File: src/hdl/nearest_centroid_of_buffer_macros.svh
`ifndef NEAREST_CENTROID_OF_BUFFER_MACROS_SVH
`define NEAREST_CENTROID_OF_BUFFER_MACROS_SVH

// same-cycle implication, sampled on clk, off during rst
`define NCB_ASSERT_IMPLIES(lbl, ante, cons, msg) \
  lbl: assert property (@(posedge clk) disable iff (rst) (ante) |-> (cons)) \
    else $error(msg);

// next-cycle implication, sampled on clk, off during rst
`define NCB_ASSERT_NEXT(lbl, ante, cons, msg) \
  lbl: assert property (@(posedge clk) disable iff (rst) (ante) |=> (cons)) \
    else $error(msg);

`endif

File: src/hdl/ncb_pkg.sv
package ncb_pkg;

  localparam int MAX_ENTRIES = 8;
  localparam int DIMENSIONS  = 4;

  localparam int VALUE_W = 32;
  localparam int COUNT_W = 16;
  localparam int CFG_W   = 4;
  localparam int ENTRY_W = 3;
  localparam int DIM_W   = 2;
  localparam int ACC_W   = 64;

  localparam int DEPTH      = MAX_ENTRIES * DIMENSIONS;
  localparam int IDX_W      = (MAX_ENTRIES > 1) ? $clog2(MAX_ENTRIES) : 1;
  localparam int NUM_W      = $clog2(MAX_ENTRIES + 1);
  localparam int ADDR_W     = (DEPTH > 1) ? $clog2(DEPTH) : 1;
  localparam int DIV_STEP_W = $clog2(VALUE_W);

  localparam logic REQ_WRITE = 1'b0;
  localparam logic REQ_QUERY = 1'b1;

  typedef enum logic [2:0] {
    S_IDLE,
    S_DIV,
    S_READ,
    S_MUL,
    S_ACC,
    S_FINIT,
    S_FIND
  } state_t;

  typedef struct packed {
    logic              mem_we;
    logic              mem_re;
    logic [ADDR_W-1:0] mem_addr;
    logic              div_start;
    logic              mul_en;
    logic              acc_en;
    logic              acc_clear;
    logic              find_init;
    logic              find_step;
    logic [IDX_W-1:0]  idx;
  } ctrl_t;

endpackage

File: src/hdl/ncb_divider.sv
module ncb_divider (
  input  logic                                clk,
  input  logic                                rst,
  input  logic                                start,
  input  logic signed [ncb_pkg::VALUE_W-1:0]  dividend,
  input  logic        [ncb_pkg::COUNT_W-1:0]  divisor,
  output logic                                done,
  output logic signed [ncb_pkg::VALUE_W-1:0]  quotient
);
  import ncb_pkg::*;

  logic                  busy;
  logic [DIV_STEP_W-1:0] step;
  logic                  neg;
  logic [VALUE_W-1:0]    dq;
  logic [COUNT_W-1:0]    rem;
  logic [COUNT_W-1:0]    dvs;

  logic [VALUE_W-1:0]    mag;
  logic [COUNT_W:0]      rem_sh;
  logic [COUNT_W:0]      rem_sub;
  logic                  fits;
  logic [VALUE_W-1:0]    q_next;

  always_comb begin
    mag     = dividend[VALUE_W-1] ? (~dividend + VALUE_W'(1)) : dividend;
    rem_sh  = {rem, dq[VALUE_W-1]};
    fits    = rem_sh >= {1'b0, dvs};
    rem_sub = rem_sh - {1'b0, dvs};
    q_next  = {dq[VALUE_W-2:0], fits};
  end

  always_ff @(posedge clk) begin
    if (rst) begin
      busy <= 1'b0;
      done <= 1'b0;
      step <= '0;
    end else begin
      done <= 1'b0;
      if (start) begin
        busy <= 1'b1;
        step <= '0;
      end else if (busy) begin
        step <= step + DIV_STEP_W'(1);
        if (step == DIV_STEP_W'(VALUE_W - 1)) begin
          busy <= 1'b0;
          done <= 1'b1;
        end
      end
    end
  end

  always_ff @(posedge clk) begin
    if (start) begin
      dq  <= mag;
      rem <= '0;
      neg <= dividend[VALUE_W-1];
      dvs <= (divisor == '0) ? COUNT_W'(1) : divisor;
    end else if (busy) begin
      dq  <= q_next;
      rem <= fits ? rem_sub[COUNT_W-1:0] : rem_sh[COUNT_W-1:0];
      if (step == DIV_STEP_W'(VALUE_W - 1)) begin
        quotient <= $signed(neg ? (~q_next + VALUE_W'(1)) : q_next);
      end
    end
  end

endmodule

File: src/hdl/ncb_mean_mem.sv
module ncb_mean_mem (
  input  logic                        clk,
  input  logic                        we,
  input  logic                        re,
  input  logic [ncb_pkg::ADDR_W-1:0]  addr,
  input  logic [ncb_pkg::VALUE_W-1:0] wdata,
  output logic [ncb_pkg::VALUE_W-1:0] rdata
);
  import ncb_pkg::*;

  logic [VALUE_W-1:0] mem [DEPTH];

  always_ff @(posedge clk) begin
    if (we) begin
      mem[addr] <= wdata;
    end
    if (re) begin
      rdata <= mem[addr];
    end
  end

endmodule

File: src/hdl/ncb_dist_unit.sv
module ncb_dist_unit (
  input  logic                               clk,
  input  logic                               rst,
  input  ncb_pkg::ctrl_t                     ctrl,
  input  logic signed [ncb_pkg::VALUE_W-1:0] quotient,
  input  logic        [ncb_pkg::VALUE_W-1:0] mean_rd,
  output logic        [ncb_pkg::IDX_W-1:0]   best_idx
);
  import ncb_pkg::*;

  logic [ACC_W-1:0]   acc [MAX_ENTRIES];
  logic [ACC_W-1:0]   prod;
  logic [ACC_W-1:0]   min_val;

  logic [VALUE_W:0]   diff;
  logic [VALUE_W:0]   diff_abs;
  logic [VALUE_W-1:0] mag;
  logic [ACC_W:0]     sum;
  logic [ACC_W-1:0]   sum_sat;

  always_comb begin
    diff     = {quotient[VALUE_W-1], quotient} - {mean_rd[VALUE_W-1], mean_rd};
    diff_abs = diff[VALUE_W] ? (~diff + (VALUE_W+1)'(1)) : diff;
    mag      = diff_abs[VALUE_W-1:0];
    sum      = {1'b0, acc[ctrl.idx]} + {1'b0, prod};
    sum_sat  = sum[ACC_W] ? '1 : sum[ACC_W-1:0];
  end

  always_ff @(posedge clk) begin
    if (rst) begin
      for (int i = 0; i < MAX_ENTRIES; i++) begin
        acc[i] <= '0;
      end
    end else if (ctrl.acc_clear) begin
      for (int i = 0; i < MAX_ENTRIES; i++) begin
        acc[i] <= '0;
      end
    end else if (ctrl.acc_en) begin
      acc[ctrl.idx] <= sum_sat;
    end
  end

  always_ff @(posedge clk) begin
    if (ctrl.mul_en) begin
      prod <= ACC_W'(mag) * ACC_W'(mag);
    end
    if (ctrl.find_init) begin
      min_val  <= acc[0];
      best_idx <= '0;
    end else if (ctrl.find_step && (acc[ctrl.idx] < min_val)) begin
      min_val  <= acc[ctrl.idx];
      best_idx <= ctrl.idx;
    end
  end

endmodule

File: src/hdl/ncb_seq.sv
`include "nearest_centroid_of_buffer_macros.svh"

module ncb_seq (
  input  logic                        clk,
  input  logic                        rst,
  input  logic                        cfg_we,
  input  logic [ncb_pkg::CFG_W-1:0]   cfg_wdata,
  input  logic                        in_valid,
  output logic                        in_ready,
  input  logic                        req_type,
  input  logic [ncb_pkg::ENTRY_W-1:0] entry_index,
  input  logic [ncb_pkg::DIM_W-1:0]   dim_index,
  input  logic                        last,
  input  logic                        div_done,
  input  logic [ncb_pkg::IDX_W-1:0]   best_idx,
  output ncb_pkg::ctrl_t              ctrl,
  output logic                        out_valid,
  input  logic                        out_ready,
  output logic [ncb_pkg::ENTRY_W-1:0] best_entry,
  output logic                        found
);
  import ncb_pkg::*;

  state_t             state;
  state_t             state_next;
  logic [CFG_W-1:0]   entries_in_use;
  logic [NUM_W-1:0]   n;
  logic [NUM_W-1:0]   idx;
  logic [DIM_W-1:0]   dim_q;
  logic               last_q;

  logic               accept;
  logic               is_query;
  logic               dim_ok;
  logic               wr_ok;
  logic [NUM_W-1:0]   n_cfg;
  logic               acc_last;
  logic               find_done;
  logic               out_free;
  logic [ADDR_W-1:0]  waddr;
  logic [ADDR_W-1:0]  raddr;

  always_comb begin
    accept    = in_valid && in_ready;
    is_query  = req_type == REQ_QUERY;
    dim_ok    = int'(dim_index) < DIMENSIONS;
    wr_ok     = (int'(entry_index) < MAX_ENTRIES) && dim_ok;
    n_cfg     = (int'(entries_in_use) > MAX_ENTRIES) ? NUM_W'(MAX_ENTRIES)
                                                     : NUM_W'(entries_in_use);
    acc_last  = (idx + NUM_W'(1)) == n;
    find_done = idx >= n;
    out_free  = !out_valid || out_ready;
    waddr     = ADDR_W'(int'(entry_index) * DIMENSIONS + int'(dim_index));
    raddr     = ADDR_W'(int'(idx[IDX_W-1:0]) * DIMENSIONS + int'(dim_q));
  end

  always_comb begin
    state_next = state;
    unique case (state)
      S_IDLE: begin
        if (accept && is_query) begin
          if (dim_ok) begin
            state_next = S_DIV;
          end else if (last) begin
            state_next = S_FINIT;
          end
        end
      end
      S_DIV: begin
        if (div_done) begin
          if (n != '0) begin
            state_next = S_READ;
          end else begin
            state_next = last_q ? S_FINIT : S_IDLE;
          end
        end
      end
      S_READ: state_next = S_MUL;
      S_MUL:  state_next = S_ACC;
      S_ACC: begin
        if (acc_last) begin
          state_next = last_q ? S_FINIT : S_IDLE;
        end else begin
          state_next = S_READ;
        end
      end
      S_FINIT: state_next = S_FIND;
      S_FIND: begin
        if (find_done && out_free) begin
          state_next = S_IDLE;
        end
      end
      default: state_next = S_IDLE;
    endcase
  end

  always_comb begin
    in_ready = 1'b0;
    ctrl     = '0;
    ctrl.idx = idx[IDX_W-1:0];
    ctrl.mem_addr = (state == S_IDLE) ? waddr : raddr;
    unique case (state)
      S_IDLE: begin
        in_ready       = 1'b1;
        ctrl.mem_we    = accept && !is_query && wr_ok;
        ctrl.div_start = accept && is_query && dim_ok;
      end
      S_READ:  ctrl.mem_re    = 1'b1;
      S_MUL:   ctrl.mul_en    = 1'b1;
      S_ACC:   ctrl.acc_en    = 1'b1;
      S_FINIT: ctrl.find_init = 1'b1;
      S_FIND: begin
        ctrl.find_step = !find_done;
        ctrl.acc_clear = find_done && out_free;
      end
      default: ;
    endcase
  end

  always_ff @(posedge clk) begin
    if (rst) begin
      state          <= S_IDLE;
      entries_in_use <= '0;
      out_valid      <= 1'b0;
      idx            <= '0;
    end else begin
      state <= state_next;
      if (cfg_we) begin
        entries_in_use <= cfg_wdata;
      end
      if (ctrl.acc_clear) begin
        out_valid <= 1'b1;
      end else if (out_ready) begin
        out_valid <= 1'b0;
      end
      unique case (state)
        S_DIV:   idx <= '0;
        S_ACC:   idx <= idx + NUM_W'(1);
        S_FINIT: idx <= NUM_W'(1);
        S_FIND: begin
          if (!find_done) begin
            idx <= idx + NUM_W'(1);
          end
        end
        default: ;
      endcase
    end
  end

  always_ff @(posedge clk) begin
    if (accept && is_query) begin
      n      <= n_cfg;
      dim_q  <= dim_index;
      last_q <= last;
    end
    if (ctrl.acc_clear) begin
      best_entry <= ENTRY_W'(best_idx);
      found      <= n != '0;
    end
  end

  `NCB_ASSERT_NEXT(a_busy_after_start, ctrl.div_start, !in_ready, "accepted request during divide")
  `NCB_ASSERT_IMPLIES(a_no_overwrite, ctrl.acc_clear, !out_valid || out_ready, "result overwritten")
  `NCB_ASSERT_IMPLIES(a_acc_in_range, ctrl.acc_en, idx < n, "accumulate beyond active entries")
  `NCB_ASSERT_NEXT(a_result_posted, ctrl.acc_clear, out_valid && (found == (n != '0)), "bad result")

endmodule

File: src/hdl/nearest_centroid_of_buffer.sv
// Mean write: stored in the mean table when accepted, a new request every cycle while no query is in progress.
// Query component: the 32-step serial divider, then the shared multiply-accumulate path
// (read, square, add per entry) over the n active entries.
// Last component adds the minimum search (S_FINIT, then S_FIND over the entries), plus any wait
// for out_ready while the previous result is still held.
// Reset (rst, synchronous): clears control, entries_in_use and accumulators, not the mean table.
module nearest_centroid_of_buffer (
  input  logic                               clk,
  input  logic                               rst,
  input  logic                               cfg_we,
  input  logic        [ncb_pkg::CFG_W-1:0]   cfg_wdata,
  input  logic                               in_valid,
  output logic                               in_ready,
  input  logic                               req_type,
  input  logic        [ncb_pkg::ENTRY_W-1:0] entry_index,
  input  logic        [ncb_pkg::DIM_W-1:0]   dim_index,
  input  logic signed [ncb_pkg::VALUE_W-1:0] value,
  input  logic        [ncb_pkg::COUNT_W-1:0] point_count,
  input  logic                               last,
  output logic                               out_valid,
  input  logic                               out_ready,
  output logic        [ncb_pkg::ENTRY_W-1:0] best_entry,
  output logic                               found
);
  import ncb_pkg::*;

  ctrl_t                      ctrl;
  logic                       div_done;
  logic signed [VALUE_W-1:0]  quotient;
  logic        [VALUE_W-1:0]  mean_rd;
  logic        [IDX_W-1:0]    best_idx;

  ncb_seq u_seq (
    .clk         (clk),
    .rst         (rst),
    .cfg_we      (cfg_we),
    .cfg_wdata   (cfg_wdata),
    .in_valid    (in_valid),
    .in_ready    (in_ready),
    .req_type    (req_type),
    .entry_index (entry_index),
    .dim_index   (dim_index),
    .last        (last),
    .div_done    (div_done),
    .best_idx    (best_idx),
    .ctrl        (ctrl),
    .out_valid   (out_valid),
    .out_ready   (out_ready),
    .best_entry  (best_entry),
    .found       (found)
  );

  ncb_divider u_div (
    .clk      (clk),
    .rst      (rst),
    .start    (ctrl.div_start),
    .dividend (value),
    .divisor  (point_count),
    .done     (div_done),
    .quotient (quotient)
  );

  ncb_mean_mem u_mem (
    .clk   (clk),
    .we    (ctrl.mem_we),
    .re    (ctrl.mem_re),
    .addr  (ctrl.mem_addr),
    .wdata (value),
    .rdata (mean_rd)
  );

  ncb_dist_unit u_dist (
    .clk      (clk),
    .rst      (rst),
    .ctrl     (ctrl),
    .quotient (quotient),
    .mean_rd  (mean_rd),
    .best_idx (best_idx)
  );

endmodule
File: config.mk
export PLATFORM = sky130hd
export DESIGN_NAME = nearest_centroid_of_buffer
export DESIGN_NICKNAME = d
export VERILOG_FILES = /design/src/hdl/ncb_pkg.sv /design/src/hdl/ncb_divider.sv /design/src/hdl/ncb_mean_mem.sv /design/src/hdl/ncb_dist_unit.sv /design/src/hdl/ncb_seq.sv /design/src/hdl/nearest_centroid_of_buffer.sv
export VERILOG_INCLUDE_DIRS = /design/src /design/src/hdl
export SDC_FILE = /design/constraint.sdc
export NUM_CORES = 2
export LEC_CHECK = 0
export BUFFER_PORTS_ARGS = -buffer_cell sky130_fd_sc_hd__buf_2
export CAP_MARGIN = 20
export CELL_PAD_IN_SITES_DETAIL_PLACEMENT = 2
export CELL_PAD_IN_SITES_GLOBAL_PLACEMENT = 2
export CORE_ASPECT_RATIO = 1.2
export CORE_MARGIN = 2
export CORE_UTILIZATION = 47
export DETAILED_ROUTE_END_ITERATION = 16
export HOLD_SLACK_MARGIN = 0.1
export PLACE_DENSITY_LB_ADDON = 0.1
export SETUP_SLACK_MARGIN = 0.3
export SLEW_MARGIN = 20
export SYNTH_ARGS = -nofsm -noshare
export SYNTH_HDL_FRONTEND = slang
export SYNTH_SLANG_ARGS = --single-unit
File: constraint.sdc
create_clock -name clk -period 14.5 [get_ports clk]
set_input_delay 2.175 -clock clk [delete_from_list [all_inputs] [get_ports clk]]
set_output_delay 2.175 -clock clk [all_outputs]
set_load 0.1 [all_outputs]
# Word-level counts from Yosys, hierarchy flattened
# Memories as Yosys holds them, arrays and structs flattened. A register that Yosys moved wholly into a read port is not among the register bits.
# Cells that the tools add are included.
[classes] n_reduce_logical=22 n_bitwise=13 muxes=58 n_eq_ne=12 addsub=10 magnitude_cmp=4 mul=1
[ops] op="two-way mux 64 bit" count=12
[ops] op="two-way mux 32 bit" count=5
[ops] op="NOT 32 bit" count=3
[ops] op="adder 64 x 64 -> 65 bit" count=1
[ops] op="adder 32 x 1 -> 32 bit (second input constant)" count=2
[ops] op="< comparator 64 bit" count=1
[ops] op="multiplier 32 x 32 -> 64 bit" count=1
[ops] op="OR reduction 64 bit" count=1
[ops] op="subtractor 32 x 32 -> 33 bit" count=1
[ops] op="adder 32 x 2 -> 32 bit (second input constant)" count=1
[ops] op="two-way mux 1 bit" count=27
[ops] op="two-way mux 3 bit" count=9
[ops] op="case mux 3 bit (7 select lines)" count=1
[ops] op="greater-or-equal comparator 17 x 16 -> 1 bit" count=1
[ops] op="zero test 16 bit" count=1
[ops] op="two-way mux 16 bit" count=1
[ops] op="case mux 4 bit (4 select lines)" count=1
[ops] op="subtractor 16 bit" count=1
[ops] op="adder 5 x 2 -> 5 bit" count=2
[ops] op="== test 3 bit (second input constant)" count=3
[ops] op="OR 1 bit" count=8
[ops] op="nonzero test 4 bit" count=2
[ops] op="== test 3 x 2 -> 1 bit (second input constant)" count=2
[ops] op="inequality test 2 x 1 -> 1 bit (second input constant)" count=3
[ops] op="20 further kinds" count=30
[totals] elab_cells=142 ff_bits=258 ramBits=1536 memories=2
[memory_table] memory="u_mem.mem" words=32 width=32 read_ports=1 rd_ports_with_merged_regs=1 wr=1 line_no="ncb_mean_mem.sv:11" text="logic [VALUE_W-1:0] mem [DEPTH];"
[memory_table] memory="u_dist.acc" words=8 width=64 read_ports=2 rd_ports_with_merged_regs=1 wr=8 line_no="ncb_dist_unit.sv:11" text="logic [ACC_W-1:0] acc [MAX_ENTRIES];"

# Depth between registers and ports, before layout
[depth] ltp_word=9 mapped_depth=47 depth_no_buf=45

# By module
# A second synthesis with hierarchy kept.
[unflattened] cells_unflattened=8950 hier_area_um2=109612.6
[modules_own_cells] mod="ncb_dist_unit" cells_per_inst=6122 seq_area_each_um2=19248.5 area_per_inst_um2=62297.2 instances=1
[modules_own_cells] mod="ncb_mean_mem" cells_per_inst=2107 seq_area_each_um2=31710.4 area_per_inst_um2=40062.2 instances=1
[modules_own_cells] mod="ncb_divider" cells_per_inst=586 seq_area_each_um2=2892.8 area_per_inst_um2=5904.4 instances=1
[modules_own_cells] mod="ncb_seq" cells_per_inst=135 seq_area_each_um2=570.5 area_per_inst_um2=1348.8 instances=1

# Worst setup path before layout
# No wires, ideal clock.
[synth_path] path_type="reg-to-reg" start="register u_mem.rdata[0] (netlist name) (read register of u_mem.mem)" end="register u_dist.prod[63], data pin" setup_time_ns=0.263 t_required_ns=14.237 setup_slack_ns=3.239 t_arrival_ns=10.998 path_stages_with_launch=43 synth_period_minus_slack_ns=11.261 cell_sequence="edfxtp_1 -> ha_1 -> fa_1 -> nand2b_1 -> a211o_2 -> a31oi_4 -> a31oi_1 -> xnor2_1 -> or3_1 -> or4_1 -> clkbuf_1 -> or3_1 -> buf_2 -> o31a_1 -> xnor2_2 -> inv_2 -> buf_1 -> nand2_1 -> [... 7 more ...] -> fa_1 -> fa_1 -> fa_1 -> inv_1 -> fa_1 -> inv_1 -> ha_1 -> a21o_1 -> a2111oi_0 -> nor4_1 -> o31ai_1 -> o21ai_0 -> or4b_2 -> nand4_1 -> nand2_1 -> mux2i_1 -> nand2_1 -> xor2_1"
[synth_between] elab_chain_len=5
[synth_rtl] element="start: declaration" line_no="ncb_mean_mem.sv:7" text="output logic [ncb_pkg::VALUE_W-1:0] rdata"
[synth_rtl] element="subtractor 32 x 32 -> 33 bit (*)" line_no="ncb_dist_unit.sv:22" text="diff = {quotient[VALUE_W-1], quotient} - {mean_rd[VALUE_W-1], mean_rd};"
[synth_rtl] element="NOT 32 bit" line_no="ncb_dist_unit.sv:23" text="diff_abs = diff[VALUE_W] ? (~diff + (VALUE_W+1)'(1)) : diff;"
[synth_rtl] element="adder 32 x 1 -> 32 bit" line_no="ncb_dist_unit.sv:23"
[synth_rtl] element="two-way mux 32 bit (*)" line_no="ncb_dist_unit.sv:23"
[synth_rtl] element="multiplier 32 x 32 -> 64 bit (*)" line_no="ncb_dist_unit.sv:45" text="prod <= ACC_W'(mag) * ACC_W'(mag);"
[synth_rtl] element="end signal: assignment" line_no="ncb_dist_unit.sv:45"
[synth_rtl] element="end: declaration" line_no="ncb_dist_unit.sv:12" text="logic [ACC_W-1:0] prod;"
# Every way passes the cells marked *; elsewhere a longest branch is shown, timed or not.
# A chain may end at the register's enable or synchronous reset.

# Final worst setup path
[layout_path] start="register u_mem.rdata[16] (netlist name) (read register of u_mem.mem)" end="register u_dist.prod[63], data pin"
# Same word-level chain as after synthesis.

==> metrics.md <==
| Metric | Value |
|---|---|
| Outcome | finished clean |
| HPWL after DPL | 264000 um |
| Setup Skew | 0.0516 ns |
| Hold Crit Class | flop to flop |
| I/O pin total | 70 |
| Rel. slew slack | 26.8% |
| CTS Buffer Depth | 4 |
| Most common cell after layout, fill and taps aside | edfxtp_1 |
| Crit path DAT | around 14 ns |
| Worst-Margin Slew | around 1.1 ns |
| Setup repair bufs after CTS | 0 |
| Final min period | approximately 13 ns |
| Fmax | 0.0747 GHz |
| Slowest CP cell | xor2_2 |
| Clk_lat worst skew | 0.89 ns |
| Slew Viols, Final | 0 |
| Drt via density | 6.14 |
| GRT Util Overall | 34.1% |
| Number of synthesized register bits | 1828 |
| Grt ovf | 0 |
| Warnings from Yosys | 0 |
| Final nets | 9760 |
| Wire per inst | 34.6 um |
| Initial core utilization | 47.3% |
| RSZ-0062 raised after global routing | no |
| Most frequent cells in the layout | edfxtp_1, inv_1, nor2_1, fa_1, ha_1 |
| Clk sink count | 1828 |
| FILL cells | 21400 |
| Startpoint class of the critical path | flop |
| Biggest area consumer among synthesized cells | edfxtp_1 |
| Post-Syn Instances | 8386 |
| Synth unique cells | 96 |
| TritonRoute pass-1 iters | 5 |
| Post-synthesis net count | 9715 |
| PortBufs | 69 |
| Slowest stage delay, CP | approximately 0.75 ns |
| Core area | 231000 um^2 |
| # H-tree levels | 4 |
| Critical Path Fanout Max | 16 |
| Setup TNS | 0 ns |
| Area Overhead vs Synth | 10.1% |
| Post-synthesis sequential area ratio | 49.9% |
| Number of synthesized flops with an enable pin | between 1500 and 2000 |
| TritonCTS clock tree | built |
| Vias | 71300 |
| PostCTS Resize Cnt | 0 |
| Worst Path Required | 15.10 ns |
| 1st-iter DRT viols | 5914 |
| Vias in the first global route | 82100 |
| Initial antenna violation count | 16 |
| Core Rows | 193 |
| Global placer's final weighted congestion | 0.917 |
| Post-route ant nets | 0 |
| Crit Path Category | flop to flop |
| Top cell by count, worst path | fa_1 |
| Reg clk slew, reported paths | 0.06 ns |
| CTS buffer count | 192 |
| Post-Route WL | 402000 um |
| Final hold violation count | 0 |
| Die Ht | 532 um |
| Fraction of layout cells with a size suffix above 1 | between 10% and 20% |
| Hold-fix buffers, CTS | 0 |
| Avg Cell Area, Syn | 13.0 um^2 |
| Top-area cell type share of the netlist area | 49.1% |
| Tcrit/Tclk final | just over 90% |
| Remaining DRCs | 0 |
| Crit end category | flop |
| Die X | 444 um |
| Post-synthesis cell area | between 100000 and 150000 um^2 |
| First-pass GRT wire length | 582000 um |
| Top_reg_cell synth | edfxtp_1 |
| Pin count of the biggest net entering global routing | 133 |
| Synth area leaders | edfxtp_1, fa_1, mux4_2 |
| Root buf cell | clkbuf_16 |
| FFs w/ async S/R, synth | 0% |
| Max_cap viols | 0 |
| Final count of negative-setup-slack endpoints | 0 |
| Die ar. | 236000 um^2 |
synthesized netlist by cell type, types with 41 or more instances:
| master | instances |
|---|---|
| buf_1 | 49 |
| a21oi_1 | 225 |
| nor3_1 | 54 |
| nor2b_1 | 41 |
| clkbuf_1 | 305 |
| nand2b_1 | 50 |
| a21o_1 | 159 |
| o21ai_0 | 150 |
| edfxtp_1 | 1787 |
| nand3_1 | 44 |
| nand4_1 | 68 |
| a22oi_1 | 104 |
| fa_1 | 797 |
| mux4_2 | 384 |
| nand2_1 | 458 |
| mux2_2 | 63 |
| ha_1 | 468 |
| xor2_1 | 117 |
| dfxtp_1 | 41 |
| xnor2_1 | 165 |
| inv_1 | 1152 |
| nor2_1 | 1185 |
metal layers:
layer,routed length (um),up-vias,GRT usage (%)
li1,-,29200,-
met1,144000,38300,39.5
met2,211000,2771,61.3
met3,20600,1021,4.19
met4,25500,14,18.9
met5,98,-,0
registers in the layout, indices dropped and copies added, names as in the netlist, 5 cells and up, named ones only:
register,flops
u_div.step,5
u_div.dq,32
u_div.dvs,16
u_mem.rdata,32
u_div.quotient,32
u_div.rem,16
u_dist.prod,63
u_dist.min_val,64
u_dist.acc,512
u_mem.mem,1024
area by class of cell:
class / instances / area, um^2 / share of cell area (%)
sequential: 1828 / 54500 / 45.3
inverter: 1178 / 4420 / 3.68
multi-input combinational: 5009 / 49700 / 41.3
clock buffer: 236 / 5050 / 4.20
timing repair buffer: 222 / 1590 / 1.32
antenna: 8 / 20.0 / 0.0166
tap: 3022 / 3780 / 3.14
clock inverter: 109 / 1220 / 1.02
path summary, 6_finish.rpt:
kind / start / endpoint / slack (ns) / cells after the start
worst max-delay path: u_mem.rdata[16] / u_dist.prod[63] / 1.12 / 39
worst min-delay path: u_dist.best_idx[2] / u_seq.best_entry[2] / 0.45 / 0
worst max register to register: u_mem.rdata[16] / u_dist.prod[63] / 1.12 / 39
worst min register to register: u_dist.best_idx[2] / u_seq.best_entry[2] / 0.45 / 0
per-stage QoR:
stage | utilization [%] | area, um^2 | std cells | hold slack, ns | setup WS [ns]
after floorplan | - | 109000 | 8386 | 0.408 | 3.24
after global placement | 49.4 | 114000 | 11300 | 0.428 | 1.63
after detailed placement | 49.4 | 114000 | 11300 | 0.437 | 1.33
after CTS | 52.1 | 120000 | 11600 | 0.452 | 1.25
after global routing | 52.1 | 120000 | 11600 | 0.458 | 0.623
final | 52.1 | 120000 | 11600 | 0.452 | 1.12
kinds of logic after synthesis:
family          count (synthesis)  synth area share [%]
buf+inv                      1549                  5.35
simple gates                 2057                  8.01
fa+ha+maj                    1265                  20.0
compound gates                921                  5.64
flops                        1828                  49.9
mux                           479                  8.86
xor+xnor                      287                  2.33
critical path, delay by kind of cell, from the launching register on:
kind                       cells  cell delay, ns
AOI/OAI and AO/OA              8            3.11
muxes                          1            0.20
and+or+nand+nor               11            2.89
adders and majority gates     10            4.69
buffers and inverters          7            0.93
DFF                            1            0.37
xor gates and xnor gates       2            0.90
Power is left out: the tool's default activity adds up to more than one toggle a clock period on the data nets, which glitch-free logic cannot reach.
